<file path="src/rtl/dqe_pkg.sv">
// dqe_pkg: shared constants, codes and types of the dns question name encoder
// no dependencies; imported by the interfaces, the top, dqe_ctrl and the bench
package dqe_pkg;

  localparam int MAX_LABEL = 32;
  localparam int CHAR_W    = 8;
  localparam int WORD_W    = 16;
  localparam int ADDR_W    = (MAX_LABEL > 1) ? $clog2(MAX_LABEL) : 1;
  localparam int CNT_W     = $clog2(MAX_LABEL + 1);
  localparam int CFG_IDX_W = 1;

  localparam logic [CHAR_W-1:0] DOT_CHAR    = 8'd46;
  localparam logic [CHAR_W-1:0] ROOT_BYTE   = 8'd0;
  localparam logic [WORD_W-1:0] QTYPE_RESET = 16'd255;
  localparam logic [WORD_W-1:0] QCLASS_RESET = 16'd1;

  typedef enum logic [CFG_IDX_W-1:0] {
    CFG_QTYPE  = 1'b0,
    CFG_QCLASS = 1'b1
  } cfg_idx_t;

  typedef enum logic [4:0] {
    TAIL_ROOT  = 5'b00001,
    TAIL_QT_HI = 5'b00010,
    TAIL_QT_LO = 5'b00100,
    TAIL_QC_HI = 5'b01000,
    TAIL_QC_LO = 5'b10000
  } tail_step_t;

  typedef struct packed {
    logic              we;
    logic [ADDR_W-1:0] waddr;
    logic [CHAR_W-1:0] wdata;
    logic              re;
    logic [ADDR_W-1:0] raddr;
  } mem_req_t;

endpackage

</file>
<file path="src/rtl/dqe_ifs.sv">
// dqe channel interfaces: input character, output byte and config write
// depends on dqe_pkg
interface dqe_in_if import dqe_pkg::*; ();
  logic              valid;
  logic              ready;
  logic [CHAR_W-1:0] name_char;
  logic              final_char;
  modport source (output valid, name_char, final_char, input ready);
  modport sink   (input valid, name_char, final_char, output ready);
endinterface

interface dqe_out_if import dqe_pkg::*; ();
  logic              valid;
  logic              ready;
  logic [CHAR_W-1:0] out_byte;
  logic              run_end;
  logic              question_end;
  logic              label_overflow;
  modport source (output valid, out_byte, run_end, question_end, label_overflow,
                  input ready);
  modport sink   (input valid, out_byte, run_end, question_end, label_overflow,
                  output ready);
endinterface

interface dqe_cfg_if import dqe_pkg::*; ();
  logic                 valid;
  logic                 ready;
  logic [CFG_IDX_W-1:0] index;
  logic [WORD_W-1:0]    data;
  modport source (output valid, index, data, input ready);
  modport sink   (input valid, index, data, output ready);
endinterface

</file>
<file path="src/rtl/dns_question_name_encoder_top.sv">
// dns_question_name_encoder_top: encodes a dotted name into a dns question
// depends on dqe_pkg, dqe_ifs, dqe_ram and dqe_ctrl
//
// usage:
//   in_ch takes one name character per beat, final_char set on the last one.
//   out_ch gives the encoded question one byte per beat: for each label a
//   length byte and its characters, then a zero root byte, query type and
//   query class big-endian. run_end marks the last byte caused by a beat,
//   question_end the last byte of the question.
//   cfg_ch writes query type (index 0) and query class (index 1); it is
//   always ready; the user must write it only while idle; it is not enforced.
// timing:
//   an ordinary character is taken and stored in the label ram if it has room.
//   a dot or final character holds in_ch off while the label is replayed:
//   one output byte per cycle while out_ch is ready (length plus L characters,
//   plus 5 tail bytes on the final character), paced by the single read port.
//   after acceptance, ST_LEN (or ST_TAIL) registers the first output byte.
//   a stalled receiver freezes the sequencer; the output register holds.
// reset: label count and overflow clear, type 255, class 1; ram is not cleared.
module dns_question_name_encoder_top import dqe_pkg::*; (
  input logic       clk,
  input logic       rst_n,
  dqe_in_if.sink    in_ch,
  dqe_out_if.source out_ch,
  dqe_cfg_if.sink   cfg_ch
);

  mem_req_t          mem_req;
  logic [CHAR_W-1:0] mem_rdata;

  dqe_ctrl u_ctrl (
    .clk       (clk),
    .rst_n     (rst_n),
    .in_ch     (in_ch),
    .out_ch    (out_ch),
    .cfg_ch    (cfg_ch),
    .mem_req   (mem_req),
    .mem_rdata (mem_rdata)
  );

  dqe_ram #(
    .WIDTH (CHAR_W),
    .DEPTH (MAX_LABEL)
  ) u_label_ram (
    .clk   (clk),
    .we    (mem_req.we),
    .waddr (mem_req.waddr),
    .wdata (mem_req.wdata),
    .re    (mem_req.re),
    .raddr (mem_req.raddr),
    .rdata (mem_rdata)
  );

  // the label store is written only by an accepted character beat
  a_write_on_accept: assert property (@(posedge clk) disable iff (!rst_n)
    mem_req.we |-> (in_ch.valid && in_ch.ready))
    else $error("label ram written without an input beat");

  // replay reads never overlap with taking new characters
  a_read_blocks_input: assert property (@(posedge clk) disable iff (!rst_n)
    mem_req.re |-> !in_ch.ready)
    else $error("label ram read while input is ready");

  // the question's last byte closes its run and is never flagged
  a_question_end: assert property (@(posedge clk) disable iff (!rst_n)
    (out_ch.valid && out_ch.question_end) |-> (out_ch.run_end && !out_ch.label_overflow))
    else $error("question end without run end or with overflow");

  // a dot or final character beat holds the input off on the next cycle
  a_no_input_during_emit: assert property (@(posedge clk) disable iff (!rst_n)
    (in_ch.valid && in_ch.ready && (in_ch.final_char || (in_ch.name_char == DOT_CHAR)))
    |=> !in_ch.ready)
    else $error("input ready right after a label end beat");

endmodule

</file>
<file path="src/rtl/dqe_ram.sv">
// dqe_ram: generic single-write, single-read synchronous ram, registered read
// no dependencies
module dqe_ram #(
  parameter int WIDTH = 8,
  parameter int DEPTH = 32
) (
  input  logic                                    clk,
  input  logic                                    we,
  input  logic [((DEPTH > 1) ? $clog2(DEPTH) : 1)-1:0] waddr,
  input  logic [WIDTH-1:0]                        wdata,
  input  logic                                    re,
  input  logic [((DEPTH > 1) ? $clog2(DEPTH) : 1)-1:0] raddr,
  output logic [WIDTH-1:0]                        rdata
);

  logic [WIDTH-1:0] mem [DEPTH];
  logic [WIDTH-1:0] rdata_r;

  always_ff @(posedge clk) begin
    if (we) begin
      mem[waddr] <= wdata;
    end
    // read data holds while no read is issued
    if (re) begin
      rdata_r <= mem[raddr];
    end
  end

  assign rdata = rdata_r;

endmodule

</file>
<file path="src/rtl/dqe_ctrl.sv">
// dqe_ctrl: label sequencer, output register and question type/class registers
// depends on dqe_pkg and dqe_ifs; drives the label store ram through mem_req_t
module dqe_ctrl import dqe_pkg::*; (
  input  logic              clk,
  input  logic              rst_n,
  dqe_in_if.sink            in_ch,
  dqe_out_if.source         out_ch,
  dqe_cfg_if.sink           cfg_ch,
  output mem_req_t          mem_req,
  input  logic [CHAR_W-1:0] mem_rdata
);

  typedef enum logic [3:0] {
    ST_IDLE = 4'b0001,
    ST_LEN  = 4'b0010,
    ST_DATA = 4'b0100,
    ST_TAIL = 4'b1000
  } state_t;

  state_t            state_r, state_nxt;
  tail_step_t        tail_r, tail_nxt;
  logic [CNT_W-1:0]  count_r, count_nxt;
  logic [CNT_W-1:0]  idx_r, idx_nxt;
  logic              ovf_r, ovf_nxt;
  logic              fin_r, fin_nxt;
  logic [WORD_W-1:0] qtype_r, qclass_r;

  logic              ov_r, ov_nxt;
  logic [CHAR_W-1:0] ob_r, ob_nxt;
  logic              ore_r, ore_nxt;
  logic              oqe_r, oqe_nxt;
  logic              oovf_r, oovf_nxt;

  logic              acc, is_dot, slot_free, last_d;
  logic [CNT_W-1:0]  cnt_new;
  logic              ovf_new;

  assign acc       = in_ch.valid && in_ch.ready;
  assign is_dot    = (in_ch.name_char == DOT_CHAR);
  assign slot_free = !ov_r || out_ch.ready;
  assign last_d    = ((idx_r + CNT_W'(1)) == count_r);

  always_comb begin
    state_nxt = state_r;
    tail_nxt  = tail_r;
    count_nxt = count_r;
    idx_nxt   = idx_r;
    ovf_nxt   = ovf_r;
    fin_nxt   = fin_r;
    ov_nxt    = ov_r && !out_ch.ready;
    ob_nxt    = ob_r;
    ore_nxt   = ore_r;
    oqe_nxt   = oqe_r;
    oovf_nxt  = oovf_r;
    cnt_new   = count_r;
    ovf_new   = ovf_r;
    mem_req.we    = 1'b0;
    mem_req.waddr = count_r[ADDR_W-1:0];
    mem_req.wdata = in_ch.name_char;
    mem_req.re    = 1'b0;
    mem_req.raddr = idx_r[ADDR_W-1:0];

    case (state_r)
      ST_IDLE: begin
        if (acc) begin
          if (!is_dot) begin
            if (count_r < CNT_W'(MAX_LABEL)) begin
              mem_req.we = 1'b1;
              cnt_new    = count_r + CNT_W'(1);
            end else begin
              ovf_new = 1'b1;
            end
          end
          count_nxt = cnt_new;
          ovf_nxt   = ovf_new;
          fin_nxt   = in_ch.final_char;
          tail_nxt  = TAIL_ROOT;
          if (in_ch.final_char) begin
            // a final dot after an empty label skips straight to the root byte
            state_nxt = (!is_dot || cnt_new != '0) ? ST_LEN : ST_TAIL;
          end else if (is_dot) begin
            state_nxt = ST_LEN;
          end
        end
      end
      ST_LEN: begin
        if (slot_free) begin
          ov_nxt   = 1'b1;
          ob_nxt   = {{(CHAR_W-CNT_W){1'b0}}, count_r};
          ore_nxt  = (count_r == '0) && !fin_r;
          oqe_nxt  = 1'b0;
          oovf_nxt = ovf_r;
          idx_nxt  = '0;
          if (count_r != '0) begin
            mem_req.re    = 1'b1;
            mem_req.raddr = '0;
            state_nxt     = ST_DATA;
          end else begin
            count_nxt = '0;
            ovf_nxt   = 1'b0;
            state_nxt = fin_r ? ST_TAIL : ST_IDLE;
          end
        end
      end
      ST_DATA: begin
        if (slot_free) begin
          ov_nxt   = 1'b1;
          ob_nxt   = mem_rdata;
          ore_nxt  = last_d && !fin_r;
          oqe_nxt  = 1'b0;
          oovf_nxt = ovf_r;
          idx_nxt  = idx_r + CNT_W'(1);
          if (last_d) begin
            count_nxt = '0;
            ovf_nxt   = 1'b0;
            state_nxt = fin_r ? ST_TAIL : ST_IDLE;
          end else begin
            // prefetch the next buffered byte
            mem_req.re    = 1'b1;
            mem_req.raddr = idx_nxt[ADDR_W-1:0];
          end
        end
      end
      ST_TAIL: begin
        if (slot_free) begin
          ov_nxt   = 1'b1;
          ore_nxt  = 1'b0;
          oqe_nxt  = 1'b0;
          oovf_nxt = 1'b0;
          case (tail_r)
            TAIL_ROOT: begin
              ob_nxt   = ROOT_BYTE;
              tail_nxt = TAIL_QT_HI;
            end
            TAIL_QT_HI: begin
              ob_nxt   = qtype_r[WORD_W-1:CHAR_W];
              tail_nxt = TAIL_QT_LO;
            end
            TAIL_QT_LO: begin
              ob_nxt   = qtype_r[CHAR_W-1:0];
              tail_nxt = TAIL_QC_HI;
            end
            TAIL_QC_HI: begin
              ob_nxt   = qclass_r[WORD_W-1:CHAR_W];
              tail_nxt = TAIL_QC_LO;
            end
            default: begin
              ob_nxt    = qclass_r[CHAR_W-1:0];
              ore_nxt   = 1'b1;
              oqe_nxt   = 1'b1;
              tail_nxt  = TAIL_ROOT;
              state_nxt = ST_IDLE;
            end
          endcase
        end
      end
      default: begin
        state_nxt = ST_IDLE;
      end
    endcase
  end

  always_ff @(posedge clk) begin
    if (!rst_n) begin
      state_r  <= ST_IDLE;
      tail_r   <= TAIL_ROOT;
      count_r  <= '0;
      idx_r    <= '0;
      ovf_r    <= 1'b0;
      fin_r    <= 1'b0;
      ov_r     <= 1'b0;
      qtype_r  <= QTYPE_RESET;
      qclass_r <= QCLASS_RESET;
    end else begin
      state_r <= state_nxt;
      tail_r  <= tail_nxt;
      count_r <= count_nxt;
      idx_r   <= idx_nxt;
      ovf_r   <= ovf_nxt;
      fin_r   <= fin_nxt;
      ov_r    <= ov_nxt;
      if (cfg_ch.valid && cfg_ch.ready) begin
        case (cfg_ch.index)
          CFG_QTYPE:  qtype_r  <= cfg_ch.data;
          CFG_QCLASS: qclass_r <= cfg_ch.data;
          default: ;
        endcase
      end
    end
  end

  always_ff @(posedge clk) begin
    ob_r   <= ob_nxt;
    ore_r  <= ore_nxt;
    oqe_r  <= oqe_nxt;
    oovf_r <= oovf_nxt;
  end

  assign in_ch.ready           = (state_r == ST_IDLE);
  assign cfg_ch.ready          = 1'b1;
  assign out_ch.valid          = ov_r;
  assign out_ch.out_byte       = ob_r;
  assign out_ch.run_end        = ore_r;
  assign out_ch.question_end   = oqe_r;
  assign out_ch.label_overflow = oovf_r;

endmodule

</file>
<file path="src/flat_wrapper.sv">
// flat-port wrapper written by rule: the top's interface ports become plain ports
module dns_question_name_encoder_top_flat import dqe_pkg::*;
  (clk, rst_n, in_ch_valid, in_ch_name_char, in_ch_final_char, in_ch_ready, out_ch_valid, out_ch_out_byte, out_ch_run_end, out_ch_question_end, out_ch_label_overflow, out_ch_ready, cfg_ch_valid, cfg_ch_index, cfg_ch_data, cfg_ch_ready);
  dqe_in_if in_ch_i ();
  dqe_out_if out_ch_i ();
  dqe_cfg_if cfg_ch_i ();
  input logic clk;
  input logic rst_n;
  input wire logic [$bits(in_ch_i.valid)-1:0] in_ch_valid;
  input wire logic [$bits(in_ch_i.name_char)-1:0] in_ch_name_char;
  input wire logic [$bits(in_ch_i.final_char)-1:0] in_ch_final_char;
  output wire logic [$bits(in_ch_i.ready)-1:0] in_ch_ready;
  output wire logic [$bits(out_ch_i.valid)-1:0] out_ch_valid;
  output wire logic [$bits(out_ch_i.out_byte)-1:0] out_ch_out_byte;
  output wire logic [$bits(out_ch_i.run_end)-1:0] out_ch_run_end;
  output wire logic [$bits(out_ch_i.question_end)-1:0] out_ch_question_end;
  output wire logic [$bits(out_ch_i.label_overflow)-1:0] out_ch_label_overflow;
  input wire logic [$bits(out_ch_i.ready)-1:0] out_ch_ready;
  input wire logic [$bits(cfg_ch_i.valid)-1:0] cfg_ch_valid;
  input wire logic [$bits(cfg_ch_i.index)-1:0] cfg_ch_index;
  input wire logic [$bits(cfg_ch_i.data)-1:0] cfg_ch_data;
  output wire logic [$bits(cfg_ch_i.ready)-1:0] cfg_ch_ready;
  assign in_ch_i.valid = in_ch_valid;
  assign in_ch_i.name_char = in_ch_name_char;
  assign in_ch_i.final_char = in_ch_final_char;
  assign in_ch_ready = in_ch_i.ready;
  assign out_ch_valid = out_ch_i.valid;
  assign out_ch_out_byte = out_ch_i.out_byte;
  assign out_ch_run_end = out_ch_i.run_end;
  assign out_ch_question_end = out_ch_i.question_end;
  assign out_ch_label_overflow = out_ch_i.label_overflow;
  assign out_ch_i.ready = out_ch_ready;
  assign cfg_ch_i.valid = cfg_ch_valid;
  assign cfg_ch_i.index = cfg_ch_index;
  assign cfg_ch_i.data = cfg_ch_data;
  assign cfg_ch_ready = cfg_ch_i.ready;
  dns_question_name_encoder_top u_core (.clk(clk), .rst_n(rst_n), .in_ch(in_ch_i), .out_ch(out_ch_i), .cfg_ch(cfg_ch_i));
endmodule
</file>
<file path="config.mk">
export PLATFORM = sky130hd
export DESIGN_NAME = dns_question_name_encoder_top_flat
export DESIGN_NICKNAME = d
export VERILOG_FILES = /design/src/rtl/dqe_pkg.sv /design/src/rtl/dqe_ifs.sv /design/src/rtl/dns_question_name_encoder_top.sv /design/src/rtl/dqe_ram.sv /design/src/rtl/dqe_ctrl.sv /design/src/flat_wrapper.sv
export SDC_FILE = /design/constraint.sdc
export NUM_CORES = 1
export LEC_CHECK = 0
export BUFFER_PORTS_ARGS = -buffer_cell sky130_fd_sc_hd__buf_2
export CAP_MARGIN = 0
export CORE_MARGIN = 3
export CORE_UTILIZATION = 55
export CTS_CLUSTER_SIZE = 16
export DETAILED_ROUTE_END_ITERATION = 6
export PLACE_DENSITY = 0.82
export SYNTH_ARGS = -nofsm -noshare
export SYNTH_HDL_FRONTEND = slang
export SYNTH_SLANG_ARGS = --single-unit
</file>
<file path="constraint.sdc">
create_clock -name clk -period 3.65 [get_ports clk]
set_clock_uncertainty 0.05 [all_clocks]
set_input_delay 0.9125 -clock clk [delete_from_list [all_inputs] [get_ports clk]]
set_output_delay 0.9125 -clock clk [all_outputs]
set_load 0.02 [all_outputs]
</file>
Word level (Yosys, flattened, before mapping)
Memories as Yosys holds them, arrays and structs flattened. A register that Yosys moved wholly into a read port is not among the register bits.
Cells that the tools add are included.
Widths: inputs -> output; s select.
{ "word_totals": {"reg_bits": 67, "ramBits": 256, "input_bits": 31, "out_inout_bits": 14, "word_cells": 134, "n_memories": 1} }
{ "op_classes": {"n_addsub": 2, "n_lt_le_gt_ge": 1, "eq_ne": 21, "n_mux": 64, "bitwise_logic": 1, "n_reduce_logical": 31} }
{ "mem_list": {"columns": ["name", "depth", "word_bits", "read_ports", "rd_ports_with_merged_regs", "write_ports", "line", "source"], "rows": [
  ["u_core.u_label_ram.mem", 32, 8, 1, 1, 1, "dqe_ram.sv:16", "logic [WIDTH-1:0] mem [DEPTH];"]
]} }
{ "ops": {"columns": ["cell", "count"], "rows": [
  ["$mux 6", 15],
  ["$mux 4", 11],
  ["$pmux 8 s4", 1],
  ["$mux 8", 3],
  ["$pmux 6 s2", 2],
  ["$pmux 8 s3", 1],
  ["$mux 1", 21],
  ["$pmux 5 s4", 1],
  ["$pmux 6 s3", 1],
  ["$ne 2x2->1 const B", 8],
  ["$pmux 4 s4", 1],
  ["$add 6x1->6 const B", 2],
  ["$reduce_bool 6->1", 2],
  ["$mux 5", 2],
  ["$pmux 5 s2", 1],
  ["$reduce_and 3->1", 3],
  ["$eq 8x6->1 const B", 1],
  ["$reduce_and 8->1", 1],
  ["$reduce_and 7->1", 1],
  ["$eq 6x6->1", 1],
  ["$logic_not 6->1", 1],
  ["$lt 6x6->1 const B", 1],
  ["$pmux 1 s3", 2],
  ["$reduce_and 2->1", 3],
  ["22 further kinds", 34]
]} }

Depth between registers and ports, before layout
Gate-level depths: netlist of run 1.
{ "depth": {"ltp_word": 11, "depth_mapped": 14, "depth_no_buf": 11} }

Modules after synthesis
From an unflattened synthesis of run 1, not the netlist that was laid out.
{ "hier_totals": {"cells_unflattened": 850, "hier_area_um2": 13629.3} }
{ "modules_own_cells": {"columns": ["module", "n_inst", "cells_each", "area_each_um2", "seq_area_each_um2"], "rows": [
  ["dqe_ram", 1, 417, 10133.5, 7927.6],
  ["dqe_ctrl", 1, 433, 3495.9, 1451.4]
]} }

Worst setup path after synthesis of run 1
No wires, ideal clock.
{ "synth_path": {"path_type": "input-to-reg", "start": "in out_ch_ready", "end": "reg u_core.u_label_ram.rdata_r[5], in the netlist u_core.u_label_ram.rdata[5], read port of u_core.u_label_ram.mem (data pin)", "setup_ns": 0.261, "arrival_ns": 3.134, "required_ns": 3.339, "slack_ns": 0.205, "path_stages": 11, "n_path_buf": 2, "cell_sequence": "nor2b_1 -> or4_1 -> buf_2 -> a211oi_2 -> o221ai_2 -> and2_4 -> buf_12 -> mux4_2 -> or3_1 -> a31oi_1 -> nor4_2"} }
{ "synth_via": {"elab_chain_len": 3, "elab_cells_between_ends": 4, "classes_between": "3 x mux; 1 x reduce/logical"} }
{ "synth_rtl": {"columns": ["item", "line", "source"], "rows": [
  ["start, declared", "flat_wrapper.sv:18", "input wire logic [$bits(out_ch_i.ready)-1:0] out_ch_ready;"],
  ["$logic_or 1x1->1 (*)", "dqe_ctrl.sv:40", "assign slot_free = !ov_r || out_ch.ready;"],
  ["$mux 6 (on tied branches)", "dqe_ctrl.sv:106, dqe_ctrl.sv:87", null],
  ["$pmux 6 s2 (*)", "dqe_ctrl.sv:63", "case (state_r)"],
  ["end, declared", "dqe_ram.sv:17", "logic [WIDTH-1:0] rdata_r;"]
]} }
Every way passes the cells marked *; elsewhere a longest branch is shown, timed or not.
A chain may end at the register's enable or synchronous reset.

Worst setup path after layout of run 1
{ "layout_path": {"start": "reg u_core.u_ctrl.idx_r[0]", "end": "reg u_core.u_label_ram.rdata_r[3], in the netlist u_core.u_label_ram.rdata[3], read port of u_core.u_label_ram.mem (data pin)"} }
{ "layout_via": {"elab_chain_len": 5, "elab_cells_between_ends": 7, "classes_between": "1 x add/sub; 1 x eq/ne; 5 x mux"} }
{ "layout_rtl": {"columns": ["item", "line", "source"], "rows": [
  ["start, declared", "dqe_ctrl.sv:23", "logic [CNT_W-1:0] idx_r, idx_nxt;"],
  ["start signal, assigned", "dqe_ctrl.sv:178", "idx_r <= idx_nxt;"],
  ["$add 6x1->6", "dqe_ctrl.sv:41, dqe_ctrl.sv:112", null],
  ["$eq 6x6->1", "dqe_ctrl.sv:41", "assign last_d = ((idx_r + CNT_W'(1)) == count_r);"],
  ["$mux 6", "dqe_ctrl.sv:113", "if (last_d) begin"],
  ["$mux 6", "dqe_ctrl.sv:106", "if (slot_free) begin"],
  ["$pmux 6 s2 (*)", "dqe_ctrl.sv:63", null]
]} }
Marked as above.

==> qor.csv, run 1 <==
stage,metric,value,unit
worst_setup_path,number of buffers and inverters on the critical path,2,
routing,remaining design rule violation count,0,
final_layout,end-of-flow core utilization,64.7,%
global_routing,leftover overflow at the end of global routing,0,
synthesis,number of synthesized flops with an enable pin,275,
final_layout,Nets,1272,
worst_setup_path,Worst Setup End Kind,register,
power,Pwr per Cell Area,578,mW/mm^2
routing,total iterations of the first detailed-routing run,5,
routing,detail-routed net length per standard cell,22.5,microns
clocking,"Clk pin slew, worst setup/hold paths",0.06,ns
worst_setup_path,highest net fanout along the worst path,26,
clocking,H-tree level count,2,
global_routing,maximum number of pins on one net before global-route repair,33,
sta,hold violation total from the final report,0,
floorplanning,chip width,168,microns
clocking,clock latency at the later pin of the worst-skew pair,0.52,ns
sta,final setup violating endpoints,0,
floorplanning,Placement Rows,58,
synthesis,mean post-synth cell area,12.6,sq um
final_layout,fill cell count,1806,
sta,worst-case headroom to the max-slew limit,10.9,%
synthesis,post-synthesis sequential area ratio,65.3,%
worst_setup_path,arrival time at the worst endpoint,3.74,ns
sta,final period utilization,96.7,%
power,Design Power,9.51,mW
clocking,CTS tree,built,
routing,vias,10100,
synthesis,Gate Count Post-Synth,1138,
power,maximum VDD drop,0.457,mV
synthesis,post-synth design cell area,0.0144,sq mm
sta,hold slack,0.406,ns
synthesis,"Warnings, synthesis",0,
global_routing,via count of the first global-routing pass,9719,
worst_setup_path,Critical Path Slowest Stage Cell,or3_4,
worst_setup_path,Worst path max stage delay,0.43,ns
floorplanning,number of I/O pins,45,
synthesis,dominant cell by count in the synthesized netlist,edfxtp_1,
routing,DRT Wirelength,35.8,mm
synthesis,area fraction of the dominant cell type after synthesis,57.5,%
placement,half-perimeter wire length of the detailed placement result,24.0,mm
worst_setup_path,cells along the critical path,ha_1 -> nand3_1 -> xnor2_1 -> or3_4 -> o221ai_2 -> and2_4 -> buf_6 -> mux2i_1 -> mux2i_1 -> o2111ai_1 -> buf_4 -> nor4_2,
synthesis,ys async rst share,0,%
worst_setup_path,category of the most critical setup path,register to register,
final_layout,Ant. Diodes,0,
min_path,worst hold path type,register to register,
floorplanning,Die Footprint,0.0281,sq mm
power,Pleak,5.79,nW
final_layout,footprint of the multi-input gates,0.00460,sq mm
sta,Final Max Tran Viols,0,
sta,RSZ-0062 raised after global routing,true,
clocking,total clock buffers created by CTS,34,
worst_setup_path,Worst Path Required,3.86,ns
global_routing,initial antenna violation count,0,
placement,gpl congestion,0.979,
routing,Initial DRC Count,1279,
routing,per-cell via count in the routed design,6.33,
global_routing,wire length of the first global-routing pass,55.3,mm
final_layout,footprint of the flip-flops and latches,0.00938,sq mm
synthesis,Synth Register Bits,331,
routing,number of nets with antenna violations after detailed routing,0,
worst_setup_path,"delay-heaviest family, CP",simple AND/OR/NAND/NOR gates,
flow_run,max-cap violations,0,
synthesis,count of unique library cells instantiated by Yosys,76,
floorplanning,effective utilization at floorplan,56.6,%
final_layout,area growth from synthesis to layout,14.4,%
run_status,status,"complete, no violations",
sta,fmax,0.283,GHz
sta,final worst path period need,3.53,ns
synthesis,net count after synthesis,1174,
synthesis,primary flip-flop cell chosen by synthesis mapping,edfxtp_1,
synthesis,cell type with the highest aggregate area in the netlist,edfxtp_1,
final_layout,proportion of layout cells with a drive suffix above 1,17.8,%
worst_setup_path,critical path startpoint category,register,
floorplanning,die span in y,168,microns
clocking,post-cts hold buffer count,0,
synthesis,leading cell types by count after synthesis,"edfxtp_1 (275), nand2_1 (204), mux2i_1 (81)",
clocking,Max Buffers Root-to-Sink,3,
clocking,count of clock tree sinks,331,
sta,transition time at the pin with the least slew margin,1.33,ns
clocking,buffer cell driving the clock tree root,clkbuf_16,
worst_setup_path,critical path's most frequent cell,mux2i_1,
synthesis,most area-consuming cells after synthesis,"edfxtp_1 (57%), dfxtp_1 (7.8%), mux2i_1 (5.6%)",
floorplanning,core footprint,0.0254,sq mm
global_routing,total track usage,25.1,%
placement,count of buffers from port buffering,43,
per-layer routing:
layer	wire (microns)	track usage (%)
met1	14300	34.1
met2	16500	39.0
met3	3700	7.01
met4	1290	9.32
met5	0	0
worst reg2reg max path: cells and delay by family (launching register included):
kind	cells	cell delay [ns]
AND/OR/NAND/NOR	4	0.92
AO/OA/AOI/OAI	2	0.49
buffers and inverters	2	0.48
multiplexers	2	0.43
flip-flops	1	0.41
XOR/XNOR	1	0.20
adder cells (fa/ha/maj)	1	0.28
worst paths after layout:
path	start	endpoint	slack [ns]	cells after the start
max	u_core.u_ctrl.idx_r[0]	u_core.u_label_ram.rdata[3]	0.12	12
min	u_core.u_ctrl.qclass_r[8]	u_core.u_ctrl.qclass_r[8]	0.41	2
max reg2reg	u_core.u_ctrl.idx_r[0]	u_core.u_label_ram.rdata[3]	0.12	12
min reg2reg	u_core.u_ctrl.qclass_r[8]	u_core.u_ctrl.qclass_r[8]	0.41	2
registers in the layout (all words and copies together), names as in the netlist, 5 cells and up:
name,flops
u_core.u_ctrl.idx_r,6
u_core.u_ctrl.qclass_r,16
u_core.u_ctrl.out_ch.out_byte,8
u_core.u_label_ram.mem,256
u_core.u_ctrl.count_r,6
u_core.u_label_ram.rdata,8
u_core.u_ctrl.tail_r,5
u_core.u_ctrl.qtype_r,16
through the flow:
stage	TNS, ns	std cells	worst slack (ns)	instance area (sq um)
2_1_floorplan	0	1138	0.205	14400
3_3_place_gp	-0.563	1529	-0.270	15400
3_5_place_dp	-0.738	1529	-0.271	15400
4_1_cts	0	1589	0.0813	16400
5_1_grt	-0.0102	1590	-0.00562	16400
6_report	0	1590	0.120	16400
cell usage in the layout (no fill, tap or decap), types with 9 or more instances in the layout:
cell	instances
buf_4	80
edfxtp_1	275
o211ai_1	12
nand2_1	203
nand3_1	47
nor2_1	69
a221oi_1	25
mux2i_1	81
buf_2	43
a22oi_1	15
buf_12	9
nand4_1	12
dfxtp_1	56
a31oi_1	12
a21oi_1	70
clkinv_1	9
clkbuf_16	34
nor3_1	11
o21ai_0	14
nor4_2	10
area by class of cell:
cell class | instances | share of cell area, %
well taps | 330 | 2.51
clock buffers | 41 | 5.33
multi-input cells | 729 | 28.0
inverters | 7 | 0.160
repair buffers | 133 | 6.12
clock inverters | 19 | 0.844
flip-flops and latches | 331 | 57.0
where the power goes:
group | leakage [nW] | internal (mW) | switching [mW]
Clock | 0.496 | 1.80 | 1.42
Sequential | 2.94 | 4.26 | 0.0726
Combinational | 2.35 | 0.749 | 1.20
timing repair:
item                       in CTS  in global routing
buffers inserted                0                  1
gates resized for setup         1                  5
setup endpoints to repair       1                  7
pin swaps                       0                  0
logic make-up (layout without fill, tap and decap cells):
kind of cell	count (synthesis)	after routing	share of synthesized area (%)
AND/OR/NAND/NOR	412	412	13.9
flip-flops	331	331	65.3
AO/OA/AOI/OAI	212	212	10.4
multiplexers	84	84	6.11
buffers and inverters	78	200	2.90
XOR/XNOR	15	15	0.914
adder cells (fa/ha/maj)	5	5	0.435
other	1	1	0.0261
Power figures use the tool's default switching activity.
==> run 2, diff against run 1 <==
Settings changed: CORE_ASPECT_RATIO set to 0.7, CTS_BUF_LIST set to sky130_fd_sc_hd__clkbuf_16.
==> run 2 against run 1 <==
Final cell count down 1.1%. Total power up 1.9%. Fmax shrank 1.5%. Largest power group unchanged. Largest cell class unchanged.
==> qor.csv, run 2 (synthesis results as in run 1) <==
stage,metric,value,unit,change
sta,hold slack,0.409,ns,+0.00274 ns
worst_setup_path,category of the most critical setup path,register to register,,
min_path,hold_sp,u_core.u_ctrl.qclass_r[5],,
placement,count of buffers from port buffering,43,,unchanged
flow_run,max-cap violations,0,,unchanged
placement,Placed Cells,1515,,-0.92%
run_status,status,"complete, no violations",,
sta,Final Max Tran Viols,0,,unchanged
sta,final worst path period need,3.58,ns,+0.0547 ns
routing,DRT Wirelength,37.9,mm,+5.7%
floorplanning,Placement Rows,48,,-17%
clocking,count of clock tree sinks,331,,unchanged
worst_setup_path,highest net fanout along the worst path,16,,-38%
final_layout,number of flip-flops under the largest register name,256,,unchanged
final_layout,Ant. Diodes,0,,unchanged
clocking,total clock buffers created by CTS,30,,-12%
routing,Initial DRC Count,1529,,+20%
routing,detail-routed net length per standard cell,24.1,microns,+6.8%
routing,number of nets with antenna violations after detailed routing,0,,unchanged
worst_setup_path,Reg-to-Reg Start,u_core.u_ctrl.idx_r[1],,
routing,remaining design rule violation count,0,,unchanged
global_routing,via count of the first global-routing pass,9485,,-2.4%
sta,worst-case headroom to the max-slew limit,26.9,%,+16 points
placement,Placed Area,0.0153,sq mm,-0.48%
global_routing,leftover overflow at the end of global routing,0,,unchanged
clocking,post-cts hold buffer count,0,,unchanged
floorplanning,effective utilization at floorplan,57.1,%,+0.53 points
final_layout,footprint of the multi-input gates,0.00460,sq mm,about the same
routing,vias,10200,,+1.0%
global_routing,wire length of the first global-routing pass,57.2,mm,+3.4%
worst_setup_path,Worst Setup End Kind,register,,
clocking,buffer cell driving the clock tree root,clkbuf_16,,
floorplanning,core footprint,0.0252,sq mm,-0.93%
floorplanning,Die Footprint,0.0281,sq mm,+0.11%
clocking,H-tree level count,1,,-1
routing,per-cell via count in the routed design,6.46,,+2.1%
floorplanning,chip width,199,microns,+19%
sta,sum of negative setup slack,0,ns,unchanged
final_layout,"commonest non-fill, non-tap cell in the layout",edfxtp_1,,
worst_setup_path,Worst Path Required,4.00,ns,+0.14 ns
final_layout,proportion of layout cells with a drive suffix above 1,17.7,%,-0.069 points
final_layout,Nets,1260,,-0.94%
final_layout,"commonest cells after routing, fill and taps aside","edfxtp_1 (275), nand2_1 (203), mux2i_1 (81)",,
sta,min setup slack post-route,0.0652,ns,-0.0547 ns
final_layout,biggest regs,"u_core.u_label_ram.mem (256), u_core.u_ctrl.qclass_r (16), u_core.u_ctrl.qtype_r (16)",,
final_layout,fill cell count,1792,,-0.78%
final_layout,end-of-flow core utilization,65.3,%,+0.51 points
power,Pleak,5.79,nW,about the same
min_path,worst hold path type,register to register,,
power,Pwr per Cell Area,590,mW/mm^2,+2.1%
final_layout,design area,0.0164,sq mm,-0.14%
clocking,clock latency at the later pin of the worst-skew pair,0.58,ns,+0.06 ns
sta,RSZ-0062 raised after global routing,false,,
final_layout,post-layout instance count excluding filler cells,1573,,-1.1%
clocking,Max Buffers Root-to-Sink,3,,unchanged
final_layout,area growth from synthesis to layout,14.3,%,
worst_setup_path,critical path launch point,u_core.u_ctrl.idx_r[1],,
placement,gpl congestion,0.955,,-2.5%
power,maximum VDD drop,0.422,mV,-7.7%
sta,final period utilization,98.2,%,+1.5 points
placement,half-perimeter wire length of the detailed placement result,25.6,mm,+6.7%
floorplanning,number of I/O pins,45,,unchanged
final_layout,footprint of the flip-flops and latches,0.00938,sq mm,unchanged
clocking,"Clk pin slew, worst setup/hold paths",0.07,ns,about the same
global_routing,total track usage,26.9,%,+1.8 points
global_routing,maximum number of pins on one net before global-route repair,33,,unchanged
clocking,CTS tree,built,,
worst_setup_path,arrival time at the worst endpoint,3.94,ns,+0.20 ns
routing,total iterations of the first detailed-routing run,6,,+1
floorplanning,die span in y,141,microns,-16%
placement,Place WS,-0.147,ns,+0.124 ns
worst_setup_path,critical path startpoint category,register,,
power,Design Power,9.70,mW,+1.9%
sta,hold violation total from the final report,0,,unchanged
final_layout,register with the most flip-flops,u_core.u_label_ram.mem,,
global_routing,initial antenna violation count,0,,unchanged
sta,transition time at the pin with the least slew margin,1.09,ns,-0.233 ns
sta,final setup violating endpoints,0,,unchanged
sta,fmax,0.279,GHz,-1.5%
-- run 2: changes by cell type in the layout (fill, tap and decap cells not counted), moves of 2 or more --
cell	delta
buf_4	-8
bufinv_16	+6
clkbuf_1	-7
clkbuf_16	-4
clkinv_1	-2
clkinv_2	+4
inv_1	+2
inv_6	-2
-- run 2: layout make-up --
cell class	count	area share, %
repair buffers	125	5.77
multi-input cells	729	28.0
well taps	325	2.48
inverters	7	0.160
clock inverters	26	1.89
flip-flops and latches	331	57.1
clock buffers	30	4.57
-- run 2: what timing repair did --
item | 4_1_cts | 5_1_grt
pin swaps | 0 | 2
resized for setup | 1 | 5
cloned | 0 | 0
endpoints found under the setup margin | 5 | 6
buffers inserted | 0 | 2
-- run 2: path summary, 6_finish.rpt --
path	end	slack, ns	depth (start not counted)
worst max-delay path	u_core.u_label_ram.rdata[2]	0.07	11
worst min-delay path	u_core.u_ctrl.qclass_r[5]	0.41	2
worst max register to register	u_core.u_label_ram.rdata[2]	0.07	11
worst min register to register	u_core.u_ctrl.qclass_r[5]	0.41	2
-- run 2: critical path, stage by stage, from the launching register on --
cell	delay, ns
dfxtp_1	0.42
ha_1	0.31
nand3_1	0.20
xnor2_1	0.21
or3_4	0.42
o21ai_4	0.17
buf_6	0.25
mux2i_1	0.10
or2_2	0.27
a221oi_1	0.46
a31oi_1	0.18
nor4_2	0.34
-- run 2: where the power goes --
| part | internal, mW | switching [mW] |
|---|---|---|
| clock network | 1.99 | 1.40 |
| logic | 0.720 | 1.25 |
| registers | 4.26 | 0.0728 |
-- run 2: routing by layer --
metal | vias to the layer above | GRT usage [%] | wire length, microns
met4 | 0 | 6.91 | 1040
met1 | 4922 | 40.8 | 15900
met3 | 84 | 8.34 | 5010
li1 | 4476 | - | -
met5 | - | 0 | 0
met2 | 684 | 37.9 | 15900
